[config.mk]
export PLATFORM = sky130hd
export DESIGN_NAME = framebuffer_pixel_blitter_core
export DESIGN_NICKNAME = d
export VERILOG_FILES = /design/src/fbpb_pkg.sv /design/src/fbpb_csr.sv /design/src/fbpb_pixel_path.sv /design/src/framebuffer_pixel_blitter_core.sv
export SDC_FILE = /design/constraint.sdc
export NUM_CORES = 2
export LEC_CHECK = 0
export ABC_AREA = 1
export BUFFER_PORTS_ARGS = -buffer_cell sky130_fd_sc_hd__buf_2
export CORE_MARGIN = 2
export CORE_UTILIZATION = 45
export CTS_CLUSTER_SIZE = 28
export DETAILED_ROUTE_END_ITERATION = 6
export GPL_TIMING_DRIVEN = 1
export HOLD_SLACK_MARGIN = 0.02
export SLEW_MARGIN = 25
export SYNTH_ARGS = -nofsm -noshare
export SYNTH_HDL_FRONTEND = slang
export SYNTH_SLANG_ARGS = --single-unit
[constraint.sdc]
create_clock -name clock -period 17.7 [get_ports clock]
set_input_delay 2.655 -clock clock [delete_from_list [all_inputs] [get_ports clock]]
set_output_delay 2.655 -clock clock [all_outputs]
set_load 0.02 [all_outputs]
[src/fbpb_pkg.sv]
// Package of the framebuffer pixel blitter: register map, configuration and
// result types, depth codes and the RGB565 packing function. No dependencies.
package fbpb_pkg;

   localparam int unsigned CsrAddrWidth = 5;
   localparam int unsigned CsrDataWidth = 32;
   localparam int unsigned PixelWidth   = 32;
   localparam int unsigned AddrWidth    = 32;
   localparam int unsigned BytesWidth   = 3;
   localparam int unsigned TotalWidth   = 27;
   localparam int unsigned ReqDataWidth = 32;
   localparam int unsigned RspDataWidth = 96;

   typedef enum logic [2:0] {
      REG_FB_BASE      = 3'd0,
      REG_ROW_PITCH    = 3'd1,
      REG_X_OFFSET     = 3'd2,
      REG_Y_OFFSET     = 3'd3,
      REG_FRAME_WIDTH  = 3'd4,
      REG_FRAME_HEIGHT = 3'd5,
      REG_DEPTH_SELECT = 3'd6,
      REG_SRC_IS_DST   = 3'd7
   } fbpb_reg_type;

   localparam logic [1:0] DEPTH_RGB565 = 2'd0;
   localparam logic [1:0] DEPTH_COPY   = 2'd1;

   localparam logic [BytesWidth-1:0] BYTES_RGB565 = 3'd2;
   localparam logic [BytesWidth-1:0] BYTES_COPY   = 3'd4;

   typedef struct packed {
      logic [31:0] fb_base;
      logic [15:0] row_pitch;
      logic [11:0] x_offset;
      logic [11:0] y_offset;
      logic [12:0] frame_width;
      logic [12:0] frame_height;
      logic [1:0]  depth_select;
      logic        src_is_dst;
   } fbpb_cfg_type;

   typedef struct packed {
      logic                  write_enable;
      logic [AddrWidth-1:0]  write_address;
      logic [PixelWidth-1:0] write_data;
      logic [BytesWidth-1:0] write_bytes;
      logic                  frame_last;
      logic [TotalWidth-1:0] frame_bytes;
   } fbpb_result_type;

   function automatic logic [15:0] to_rgb565(input logic [PixelWidth-1:0] pixel);
      return {pixel[23:19], pixel[15:10], pixel[7:3]};
   endfunction

endpackage

[src/fbpb_csr.sv]
// Configuration register file of the framebuffer pixel blitter, reached over
// an APB-style port. Depends on fbpb_pkg.
module fbpb_csr (
   input  logic                                clock,
   input  logic                                reset,
   input  logic                                csr_psel,
   input  logic                                csr_penable,
   input  logic                                csr_pwrite,
   input  logic [fbpb_pkg::CsrAddrWidth-1:0]   csr_paddr,
   input  logic [fbpb_pkg::CsrDataWidth-1:0]   csr_pwdata,
   output logic [fbpb_pkg::CsrDataWidth-1:0]   csr_prdata,
   output logic                                csr_pready,
   output fbpb_pkg::fbpb_cfg_type              cfg
);
   import fbpb_pkg::*;

   localparam fbpb_cfg_type CfgReset = '{
      fb_base:      32'd0,
      row_pitch:    16'd0,
      x_offset:     12'd0,
      y_offset:     12'd0,
      frame_width:  13'd1,
      frame_height: 13'd1,
      depth_select: DEPTH_COPY,
      src_is_dst:   1'b0
   };

   fbpb_cfg_type cfg_ff;
   fbpb_cfg_type cfg_in;
   fbpb_reg_type reg_index;
   logic         write_strobe;

   assign reg_index    = fbpb_reg_type'(csr_paddr[CsrAddrWidth-1:2]);
   assign write_strobe = csr_psel && csr_penable && csr_pwrite;
   assign csr_pready   = 1'b1;
   assign cfg          = cfg_ff;

   always_comb begin
      cfg_in = cfg_ff;
      if (write_strobe) begin
         unique case (reg_index)
            REG_FB_BASE:      cfg_in.fb_base      = csr_pwdata;
            REG_ROW_PITCH:    cfg_in.row_pitch    = csr_pwdata[15:0];
            REG_X_OFFSET:     cfg_in.x_offset     = csr_pwdata[11:0];
            REG_Y_OFFSET:     cfg_in.y_offset     = csr_pwdata[11:0];
            REG_FRAME_WIDTH:  cfg_in.frame_width  = csr_pwdata[12:0];
            REG_FRAME_HEIGHT: cfg_in.frame_height = csr_pwdata[12:0];
            REG_DEPTH_SELECT: cfg_in.depth_select = csr_pwdata[1:0];
            REG_SRC_IS_DST:   cfg_in.src_is_dst   = csr_pwdata[0];
            default:          cfg_in = cfg_ff;
         endcase
      end
   end

   always_comb begin
      unique case (reg_index)
         REG_FB_BASE:      csr_prdata = cfg_ff.fb_base;
         REG_ROW_PITCH:    csr_prdata = CsrDataWidth'(cfg_ff.row_pitch);
         REG_X_OFFSET:     csr_prdata = CsrDataWidth'(cfg_ff.x_offset);
         REG_Y_OFFSET:     csr_prdata = CsrDataWidth'(cfg_ff.y_offset);
         REG_FRAME_WIDTH:  csr_prdata = CsrDataWidth'(cfg_ff.frame_width);
         REG_FRAME_HEIGHT: csr_prdata = CsrDataWidth'(cfg_ff.frame_height);
         REG_DEPTH_SELECT: csr_prdata = CsrDataWidth'(cfg_ff.depth_select);
         REG_SRC_IS_DST:   csr_prdata = CsrDataWidth'(cfg_ff.src_is_dst);
         default:          csr_prdata = '0;
      endcase
   end

   always_ff @(posedge clock) begin
      if (reset) begin
         cfg_ff <= CfgReset;
      end else begin
         cfg_ff <= cfg_in;
      end
   end

endmodule

[src/fbpb_pixel_path.sv]
// Per-pixel datapath of the framebuffer pixel blitter: raster counters, row
// address, destination address, colour conversion and frame total. Depends on fbpb_pkg.
module fbpb_pixel_path #(
   parameter int unsigned MAX_WIDTH  = 4096,
   parameter int unsigned MAX_HEIGHT = 4096
) (
   input  logic                                 clock,
   input  logic                                 reset,
   input  logic                                 advance,
   input  fbpb_pkg::fbpb_cfg_type               cfg,
   input  logic [fbpb_pkg::PixelWidth-1:0]      pixel,
   output fbpb_pkg::fbpb_result_type            result
);
   import fbpb_pkg::*;

   localparam int unsigned ColWidth  = $clog2(MAX_WIDTH);
   localparam int unsigned RowWidth  = $clog2(MAX_HEIGHT);
   localparam int unsigned WideWidth = $clog2(MAX_WIDTH + 1);
   localparam int unsigned HighWidth = $clog2(MAX_HEIGHT + 1);
   localparam int unsigned XSumWidth = ((ColWidth > 12) ? ColWidth : 12) + 1;
   localparam int unsigned YSumWidth = ((RowWidth > 12) ? RowWidth : 12) + 1;
   localparam int unsigned AreaWidth = WideWidth + HighWidth;
   localparam int unsigned FullWidth = AreaWidth + 2;

   logic [ColWidth-1:0]    column_count_ff, column_count_in;
   logic [RowWidth-1:0]    row_count_ff, row_count_in;
   logic [AddrWidth-1:0]   row_address_ff, row_address_in;

   logic [WideWidth-1:0]   width_clamped;
   logic [HighWidth-1:0]   height_clamped;
   logic                   supported;
   logic                   write_on;
   logic                   half_depth;
   logic                   end_row;
   logic                   last;
   logic [YSumWidth-1:0]   y_sum;
   logic [XSumWidth-1:0]   x_sum;
   logic [YSumWidth+15:0]  row_product;
   logic [AddrWidth-1:0]   column_term;
   logic [AreaWidth-1:0]   area;
   logic [FullWidth-1:0]   area_bytes;

   always_comb begin
      if (cfg.frame_width == '0) begin
         width_clamped = WideWidth'(1);
      end else if (32'(cfg.frame_width) > 32'(MAX_WIDTH)) begin
         width_clamped = WideWidth'(MAX_WIDTH);
      end else begin
         width_clamped = WideWidth'(cfg.frame_width);
      end
      if (cfg.frame_height == '0) begin
         height_clamped = HighWidth'(1);
      end else if (32'(cfg.frame_height) > 32'(MAX_HEIGHT)) begin
         height_clamped = HighWidth'(MAX_HEIGHT);
      end else begin
         height_clamped = HighWidth'(cfg.frame_height);
      end
   end

   assign supported  = (cfg.fb_base != '0) && (cfg.depth_select <= DEPTH_COPY);
   assign half_depth = (cfg.depth_select == DEPTH_RGB565);
   assign write_on   = supported && !((cfg.depth_select == DEPTH_COPY) && cfg.src_is_dst);
   assign end_row    = (32'(column_count_ff) + 32'd1) >= 32'(width_clamped);
   assign last       = end_row && ((32'(row_count_ff) + 32'd1) >= 32'(height_clamped));

   assign y_sum       = YSumWidth'(cfg.y_offset) + YSumWidth'(row_count_ff);
   assign x_sum       = XSumWidth'(cfg.x_offset) + XSumWidth'(column_count_ff);
   assign row_product = y_sum * cfg.row_pitch;
   assign column_term = half_depth ? (AddrWidth'(x_sum) << 1) : (AddrWidth'(x_sum) << 2);
   assign area        = width_clamped * height_clamped;
   assign area_bytes  = half_depth ? (FullWidth'(area) << 1) : (FullWidth'(area) << 2);

   assign row_address_in = (column_count_ff == '0)
                           ? cfg.fb_base + AddrWidth'(row_product) : row_address_ff;

   always_comb begin
      result               = '0;
      result.write_enable  = write_on;
      result.frame_last    = last;
      if (write_on) begin
         result.write_address = row_address_in + column_term;
         result.write_data    = half_depth ? PixelWidth'(to_rgb565(pixel)) : pixel;
         result.write_bytes   = half_depth ? BYTES_RGB565 : BYTES_COPY;
      end
      if (last && supported) begin
         result.frame_bytes = TotalWidth'(area_bytes);
      end
   end

   always_comb begin
      if (last) begin
         column_count_in = '0;
         row_count_in    = '0;
      end else if (end_row) begin
         column_count_in = '0;
         row_count_in    = row_count_ff + RowWidth'(1);
      end else begin
         column_count_in = column_count_ff + ColWidth'(1);
         row_count_in    = row_count_ff;
      end
   end

   always_ff @(posedge clock) begin
      if (reset) begin
         column_count_ff <= '0;
         row_count_ff    <= '0;
         row_address_ff  <= '0;
      end else if (advance) begin
         column_count_ff <= column_count_in;
         row_count_ff    <= row_count_in;
         row_address_ff  <= row_address_in;
      end
   end

endmodule

[src/framebuffer_pixel_blitter_core.sv]
// Framebuffer pixel blitter: turns XRGB8888 source pixels into framebuffer
// writes. Instantiates fbpb_csr and fbpb_pixel_path; depends on fbpb_pkg.
//
// Usage:
// Source pixels arrive on the req_ stream in raster order, one per transfer,
// the pixel in req_tdata[31:0]. Each pixel gives exactly one result transfer
// on the rsp_ stream: write address, write data, byte count and frame total in
// rsp_tdata, the write enable in rsp_tuser and the last-pixel flag in rsp_tlast.
// The user writes the registers over the csr_ port only while no pixel is in
// flight; the block does not enforce this. A pixel is held in an input
// register, the address, colour conversion and frame total are formed in one
// pass of logic, and the result is held in an output register, which takes it
// when empty or being read. One pixel is accepted every cycle while the
// receiver keeps rsp_tready high; the row address and frame area multipliers
// set the clock period.
// When the receiver stalls, the pending result holds and one more pixel may
// wait in the input register before req_tready falls.
// Reset clears both registers' valid flags, the raster counters and the row
// address, and loads the register defaults (one-by-one frame, 32-bit copy,
// writes disabled by a zero base).
module framebuffer_pixel_blitter_core #(
   parameter int unsigned MAX_WIDTH  = 4096,
   parameter int unsigned MAX_HEIGHT = 4096
) (
   input  logic                                clock,
   input  logic                                reset,
   // req_tdata: source_pixel [31:0]
   input  logic                                req_tvalid,
   output logic                                req_tready,
   input  logic [fbpb_pkg::ReqDataWidth-1:0]   req_tdata,
   // rsp_tdata: write_address [31:0], write_data [63:32], write_bytes [66:64],
   // frame_bytes [93:67], zero [95:94]
   output logic                                rsp_tvalid,
   input  logic                                rsp_tready,
   output logic [fbpb_pkg::RspDataWidth-1:0]   rsp_tdata,
   // rsp_tuser: write_enable [0]
   output logic                                rsp_tuser,
   output logic                                rsp_tlast,
   input  logic                                csr_psel,
   input  logic                                csr_penable,
   input  logic                                csr_pwrite,
   input  logic [fbpb_pkg::CsrAddrWidth-1:0]   csr_paddr,
   input  logic [fbpb_pkg::CsrDataWidth-1:0]   csr_pwdata,
   output logic [fbpb_pkg::CsrDataWidth-1:0]   csr_prdata,
   output logic                                csr_pready
);
   import fbpb_pkg::*;

   fbpb_cfg_type          cfg;
   fbpb_result_type       result;
   fbpb_result_type       rsp_ff;
   logic [PixelWidth-1:0] pixel_ff;
   logic                  pixel_valid_ff;
   logic                  rsp_valid_ff;
   logic                  advance;

   assign advance    = pixel_valid_ff && (!rsp_valid_ff || rsp_tready);
   assign req_tready = !pixel_valid_ff || advance;

   fbpb_csr u_csr (
      .clock       (clock),
      .reset       (reset),
      .csr_psel    (csr_psel),
      .csr_penable (csr_penable),
      .csr_pwrite  (csr_pwrite),
      .csr_paddr   (csr_paddr),
      .csr_pwdata  (csr_pwdata),
      .csr_prdata  (csr_prdata),
      .csr_pready  (csr_pready),
      .cfg         (cfg)
   );

   fbpb_pixel_path #(
      .MAX_WIDTH  (MAX_WIDTH),
      .MAX_HEIGHT (MAX_HEIGHT)
   ) u_pixel_path (
      .clock   (clock),
      .reset   (reset),
      .advance (advance),
      .cfg     (cfg),
      .pixel   (pixel_ff),
      .result  (result)
   );

   always_ff @(posedge clock) begin
      if (reset) begin
         pixel_valid_ff <= 1'b0;
         rsp_valid_ff   <= 1'b0;
      end else begin
         if (req_tready) begin
            pixel_valid_ff <= req_tvalid;
         end
         if (advance) begin
            rsp_valid_ff <= 1'b1;
         end else if (rsp_tready) begin
            rsp_valid_ff <= 1'b0;
         end
      end
   end

   always_ff @(posedge clock) begin
      if (req_tvalid && req_tready) begin
         pixel_ff <= req_tdata[PixelWidth-1:0];
      end
      if (advance) begin
         rsp_ff <= result;
      end
   end

   assign rsp_tvalid = rsp_valid_ff;
   assign rsp_tuser  = rsp_ff.write_enable;
   assign rsp_tlast  = rsp_ff.frame_last;
   assign rsp_tdata  = {2'b00, rsp_ff.frame_bytes, rsp_ff.write_bytes,
                        rsp_ff.write_data, rsp_ff.write_address};

   a_empty_stage_accepts : assert property (@(posedge clock) disable iff (reset)
      !pixel_valid_ff |-> req_tready)
      else $error("input stage empty but pixel not accepted");

   a_no_bubble : assert property (@(posedge clock) disable iff (reset)
      (pixel_valid_ff && rsp_tready) |-> (advance && req_tready))
      else $error("pipeline stalled without back-pressure");

   a_idle_write_zero : assert property (@(posedge clock) disable iff (reset)
      (rsp_valid_ff && !rsp_ff.write_enable) |->
      (rsp_ff.write_address == '0 && rsp_ff.write_data == '0 && rsp_ff.write_bytes == '0))
      else $error("write fields set without a write");

   a_write_size : assert property (@(posedge clock) disable iff (reset)
      (rsp_valid_ff && rsp_ff.write_enable) |->
      (rsp_ff.write_bytes == BYTES_RGB565 || rsp_ff.write_bytes == BYTES_COPY))
      else $error("illegal write size");

   a_total_on_last : assert property (@(posedge clock) disable iff (reset)
      (rsp_valid_ff && !rsp_ff.frame_last) |-> (rsp_ff.frame_bytes == '0))
      else $error("frame total reported before the last pixel");

endmodule

# After elaboration in Yosys (flattened, before gate mapping)
# Cells that the tools add are included.
[word_totals]
wordCells = 95
in_bits = 76
output_inout_bits = 133
reg_bits = 287
[op_classes]
add_sub_neg = 8
muxes = 16
order_cmp = 5
eq_ne = 8
bitwise = 1
multipliers = 2
n_reduce_logical = 33
[op_table]
columns = ["op", "count"]
rows = [
  ["$pmux 32 s8", 1],
  ["$ge 32x13->1", 2],
  ["$mux 13", 4],
  ["$mux 12", 4],
  ["$add 32x29->32", 1],
  ["$add 32x32->32", 1],
  ["$mux 32", 1],
  ["$reduce_bool 32->1", 1],
  ["$mul 13x16->29", 1],
  ["$mux 27", 1],
  ["$add 12x1->13 const B", 2],
  ["$add 12x12->13", 2],
  ["$gt 13x13->1 const B", 2],
  ["$logic_not 13->1", 2],
  ["$mul 13x13->26", 1],
  ["$add 12x1->12 const B", 2],
  ["$reduce_and 2->1", 10],
  ["$mux 16", 1],
  ["$mux 15", 1],
  ["$eq 3x3->1 const B", 4],
  ["$logic_not 12->1", 1],
  ["$logic_and 1x1->1", 9],
  ["$eq 3x2->1 const B", 2],
  ["$reduce_bool 2->1", 2],
  ["11 further kinds", 15],
]

# Logic depth before layout (Yosys ltp)
[depth]
word_depth = 7
mapped_depth = 46
ltp_nobuf = 46

# By module
# Synthesis repeated with hierarchy kept, for this count alone.
[hier_totals]
cells_unflattened = 3900
hier_area_um2 = 29386.9
[modules_own_cells]
columns = ["mod", "seq_area_each_um2", "n_inst", "area_each_um2", "cells_per_inst"]
rows = [
  ["fbpb_pixel_path", 1121.1, 1, 20771.2, 3080],
  ["fbpb_csr", 2021.9, 1, 4662.0, 677],
  ["framebuffer_pixel_blitter_core", 3883.7, 1, 3953.8, 143],
]

# Worst setup path after synthesis
# OpenSTA, ideal clock, no wires.
[synth_path]
path_kind = "reg-to-reg"
from = "register u_pixel_path.row_count_ff[8]"
to = "register rsp_ff (netlist bit rsp_tdata[28]) (data pin)"
period_less_slack_ps = 8026
setup_time_ps = 255
path_slack_ps = 9674
required_ps = 17445
path_buffers = 0
t_arrival_ps = 7771
stages_incl_launch_ff = 44
cell_sequence = "dfxtp_1 ha_1 inv_1 nor4_1 nand3_1 nand4_1 nand2_1 nand2_1 a21oi_1 or2_2 nand2_2 inv_1 nand2_1 fa_1 fa_1 inv_1 fa_1 fa_1 [... 8 more ...] nand2_1 inv_1 nand3_2 xor2_1 o21ai_0 inv_1 ha_1 nand2_1 nor2_1 nand4_1 o21ai_0 nand3_2 nand2_2 nand3_2 nor2_2 nand3_1 nand2_1 nor2_1"
[synth_via]
elab_chain_cells = 5
[synth_rtl]
columns = ["element", "line", "text"]
rows = [
  ["start: declaration", "fbpb_pixel_path.sv:26", "logic [RowWidth-1:0] row_count_ff, row_count_in;"],
  ["start signal: assignment", "fbpb_pixel_path.sv:110", "row_count_ff <= row_count_in;"],
  ["$add 12x12->13", "fbpb_pixel_path.sv:66", "assign y_sum = YSumWidth'(cfg.y_offset) + YSumWidth'(row_count_ff);"],
  ["$mul 13x16->29", "fbpb_pixel_path.sv:68", "assign row_product = y_sum * cfg.row_pitch;"],
  ["$add 32x29->32", "fbpb_pixel_path.sv:74", "? cfg.fb_base + AddrWidth'(row_product) : row_address_ff;"],
  ["$mux 32", "fbpb_pixel_path.sv:74", ""],
  ["named net u_pixel_path.row_address_in[13]", "fbpb_pixel_path.sv:27", "logic [AddrWidth-1:0] row_address_ff, row_address_in;"],
  ["$add 32x32->32", "fbpb_pixel_path.sv:81", "result.write_address = row_address_in + column_term;"],
  ["end signal: assignment", "framebuffer_pixel_blitter_core.sv:106", "rsp_ff <= result;"],
  ["end: declaration", "framebuffer_pixel_blitter_core.sv:51", "fbpb_result_type rsp_ff;"],
]
# The timed path passes the listed nets, and every way through them passes these cells.
# A chain may end at the register's enable or synchronous reset.

# Final worst setup path
[layout_path]
from = "register u_csr.cfg_ff (netlist bit u_csr.cfg[29])"
to = "register rsp_ff (netlist bit rsp_tdata[28]) (data pin)"
[layout_via]
elab_chain_cells = 5
[layout_rtl]
columns = ["element", "line", "text"]
rows = [
  ["start: declaration", "fbpb_csr.sv:28", "fbpb_cfg_type cfg_ff;"],
  ["start signal: assignment", "fbpb_csr.sv:71", "cfg_ff <= CfgReset;"],
  ["start signal: assignment", "fbpb_csr.sv:73", "cfg_ff <= cfg_in;"],
  ["$add 12x12->13", "fbpb_pixel_path.sv:66", ""],
  ["$mul 13x16->29", "fbpb_pixel_path.sv:68", ""],
  ["$add 32x29->32", "fbpb_pixel_path.sv:74", ""],
  ["$mux 32", "fbpb_pixel_path.sv:74", ""],
  ["named net u_pixel_path.row_address_in[13]", "fbpb_pixel_path.sv:27", ""],
  ["$add 32x32->32", "fbpb_pixel_path.sv:81", ""],
]
# The timed path passes the listed nets, and every way through them passes these cells.

==> qor.txt <==
Status -> completed
Nets -> 4499
Post-synth EDFFs -> 126
Initial antenna violation count -> 4
Clk sink count -> 285
Post-DRT Antenna Nets -> 0
Crit-path max cell delay -> 0.56 ns
Initial Util -> 45.6%
Die area -> 66100 sq um
Via/cell ratio -> 5.09
FF+latch area -> 6970 sq um
Via count -> 24300
Rel. slew slack -> 30.9%
Cts bufs inserted -> 37
Clock Tree Buf Depth -> 3
Core area -> 63200 sq um
Syn_area_per_cell -> 7.69 sq um
CP max FO -> 10
# setup viols final -> 0
Post-synth top area share -> 21.2%
Clock Latency Late Sink -> 0.58 ns
Final std cells w/o fill -> 4769
FILL cells -> 6315
Crit path DAT -> 9.68 ns
Die Ht -> 257 um
Max-capacitance violation count -> 0
Commonest non-fill, non-tap cells in the layout -> nand2_1, inv_1, nor2_1
Clock Root Buffer -> clkbuf_16
Setup Buffers After CTS -> 0
GPL Wtd Cong -> 0.929
Final Max Tran Viols -> 0
Worst IR drop on VDD -> 0.0000624 V
Number of global-route vias before repair -> 24500
Least-Margin Pin Slew -> 1.04 ns
Design Area, Final -> 31800 sq um
Largest net degree at the start of global routing -> 105
Multi-input gate area -> 18500 sq um
Worst hold path class -> reg -> reg
Synth top area cells -> fa_1, edfxtp_1, dfxtp_1
Chip width -> 257 um
Fin Hold WS -> 0.496 ns
Total congestion overflow -> 0
Ys flop type -> dfxtp_1
P_leak -> 16.1 nW
RSZ-0062 raised after global routing -> no
Highest Clock Rate -> 107 MHz
Port buffer count -> 201
Post-synth top area cell -> fa_1
Post-synthesis register bit count -> 285
Final setup skew -> 0.0236 ns
Synth Cell Area -> 28800 sq um
Post-synthesis async set-or-reset flop share -> 0%
Unique masters post-synth -> 56
H-tree depth -> 2
Final critical-path share of the clock period -> 52.9%
Post-synthesis sequential area ratio -> 24.2%
Final HPWL DP -> 66.4 mm
Drt pass-1 iters -> 5
Placement-stage cell area -> 30600 sq um
WHS Path Cells -> 2
CP endpoint kind -> register
Global-route wire length before repair -> 134 mm
Row cnt -> 92
Boundary pin count -> 209
CTS tree -> yes
Synth Warn # -> 0
DRC violations left -> 0
Cells on worst reg2reg path -> 41
Total power -> 1.70 mW
Resize count post-CTS -> 0
Pwr per Cell Area -> 53.4 nW/um^2
Share of cells above drive strength 1 -> 10.3%
Minimum clock period -> 9.37 ns
CP Class -> reg -> reg
Final hold viol count -> 0
Placed instance count -> 4699
Cell mode on critical path -> nand2_1
Syn Inst Count -> 3749
1st-iter DRT viols -> 1655
Clock slew at reported path FFs -> 0.05 ns
Startpoint class of the critical path -> register
P&R area growth vs syn -> 10.3%
Commonest non-fill, non-tap cell in the layout -> nand2_1
Hold Buf Count CTS -> 0
Final wirelength -> 83.2 mm
Routed len/inst -> 17.4 um
Max stage delay cell, worst path -> fa_1
Gr usage total -> 25.7%
CP required -> 18.01 ns
Setup TNS -> 0 ns
==> through the flow <==
stage	setup slack (ns)	utilization, %
detailed placement	8.42	48.4
finish	8.33	50.3
global route	7.74	50.3
CTS	8.35	50.3
floorplan	9.67	-
global placement	8.41	48.4
==> area by class of cell <==
class / instances / area share (%)
Tap cell: 846 / 3.33
Timing Repair Buffer: 217 / 3.54
Antenna cell: 3 / 0.0236
Clock inverter: 14 / 0.586
Multi-Input combinational cell: 2570 / 58.1
Sequential cell: 285 / 21.9
Inverter: 781 / 9.23
Clock buffer: 53 / 3.32
==> metal layers <==
layer,track usage (%),up-vias,share of wire [%]
met3,3.39,167,5.3
met1,32.2,11500,42
met5,0,-,0
li1,-,11900,-
met4,10.4,0,4.3
met2,44.8,664,49
==> worst max-delay path, delay by kind of cell, from the launching register on <==
family / cells / cell delay [ns]
adder cells (fa/ha/maj): 10 / 4.58
AO/OA/AOI/OAI: 3 / 0.86
flip-flops: 1 / 0.37
XOR/XNOR: 1 / 0.19
AND/OR/NAND/NOR: 20 / 2.27
buffers and inverters: 7 / 0.82
==> Yosys cell counts, drive strengths merged (13+ instances only) <==
master	instances
nor4	13
nor3	30
inv	770
xnor2	22
buf	17
nor2	424
xor2	38
o2111ai	13
clkbuf	99
o22ai	17
fa	305
a21oi	226
nand4	24
o21ai	208
edfxtp	126
ha	226
nand2	833
dfxtp	159
nand3	97
or2	25
==> state kept, by name, summed over array words and instances (netlist names) <==
register and cells:
u_pixel_path.row_address_ff 32, pixel_valid_ff 1, rsp_tvalid 1, u_csr.cfg 101
rsp_tdata 92, pixel_ff 32, u_pixel_path.row_count_ff 12, u_pixel_path.column_count_ff 12
rsp_tuser 1, rsp_tlast 1
==> power breakdown <==
group / switching [mW] / internal [mW] / leakage (nW)
sequential: 0.0118 / 0.717 / 2.51
clock: 0.312 / 0.464 / 0.611
combinational: 0.141 / 0.0532 / 13.0
==> cells by family (layout without fill, tap and decap cells) <==
kind of cell    Yosys count  in the layout  share of synthesized area, %
compound gates          516            516                          9.75
xor+xnor                 60             60                          1.82
fa+ha+maj               531            531                          31.0
buf+inv                 897           1065                          11.8
flops                   285            285                          24.2
mux                       2              2                        0.0694
other cells               2              8                        0.0260
simple gates           1456           1456                          21.4
==> final timing paths <==
kind,startpoint,to,slack [ns]
worst max-delay path,u_csr.cfg[29],rsp_tdata[28],8.33
worst min-delay path,u_pixel_path.row_address_ff[15],u_pixel_path.row_address_ff[15],0.50
worst max register to register,u_csr.cfg[29],rsp_tdata[28],8.33
worst min register to register,u_pixel_path.row_address_ff[15],u_pixel_path.row_address_ff[15],0.50
Note: power is estimated with default switching activity, not from simulation.
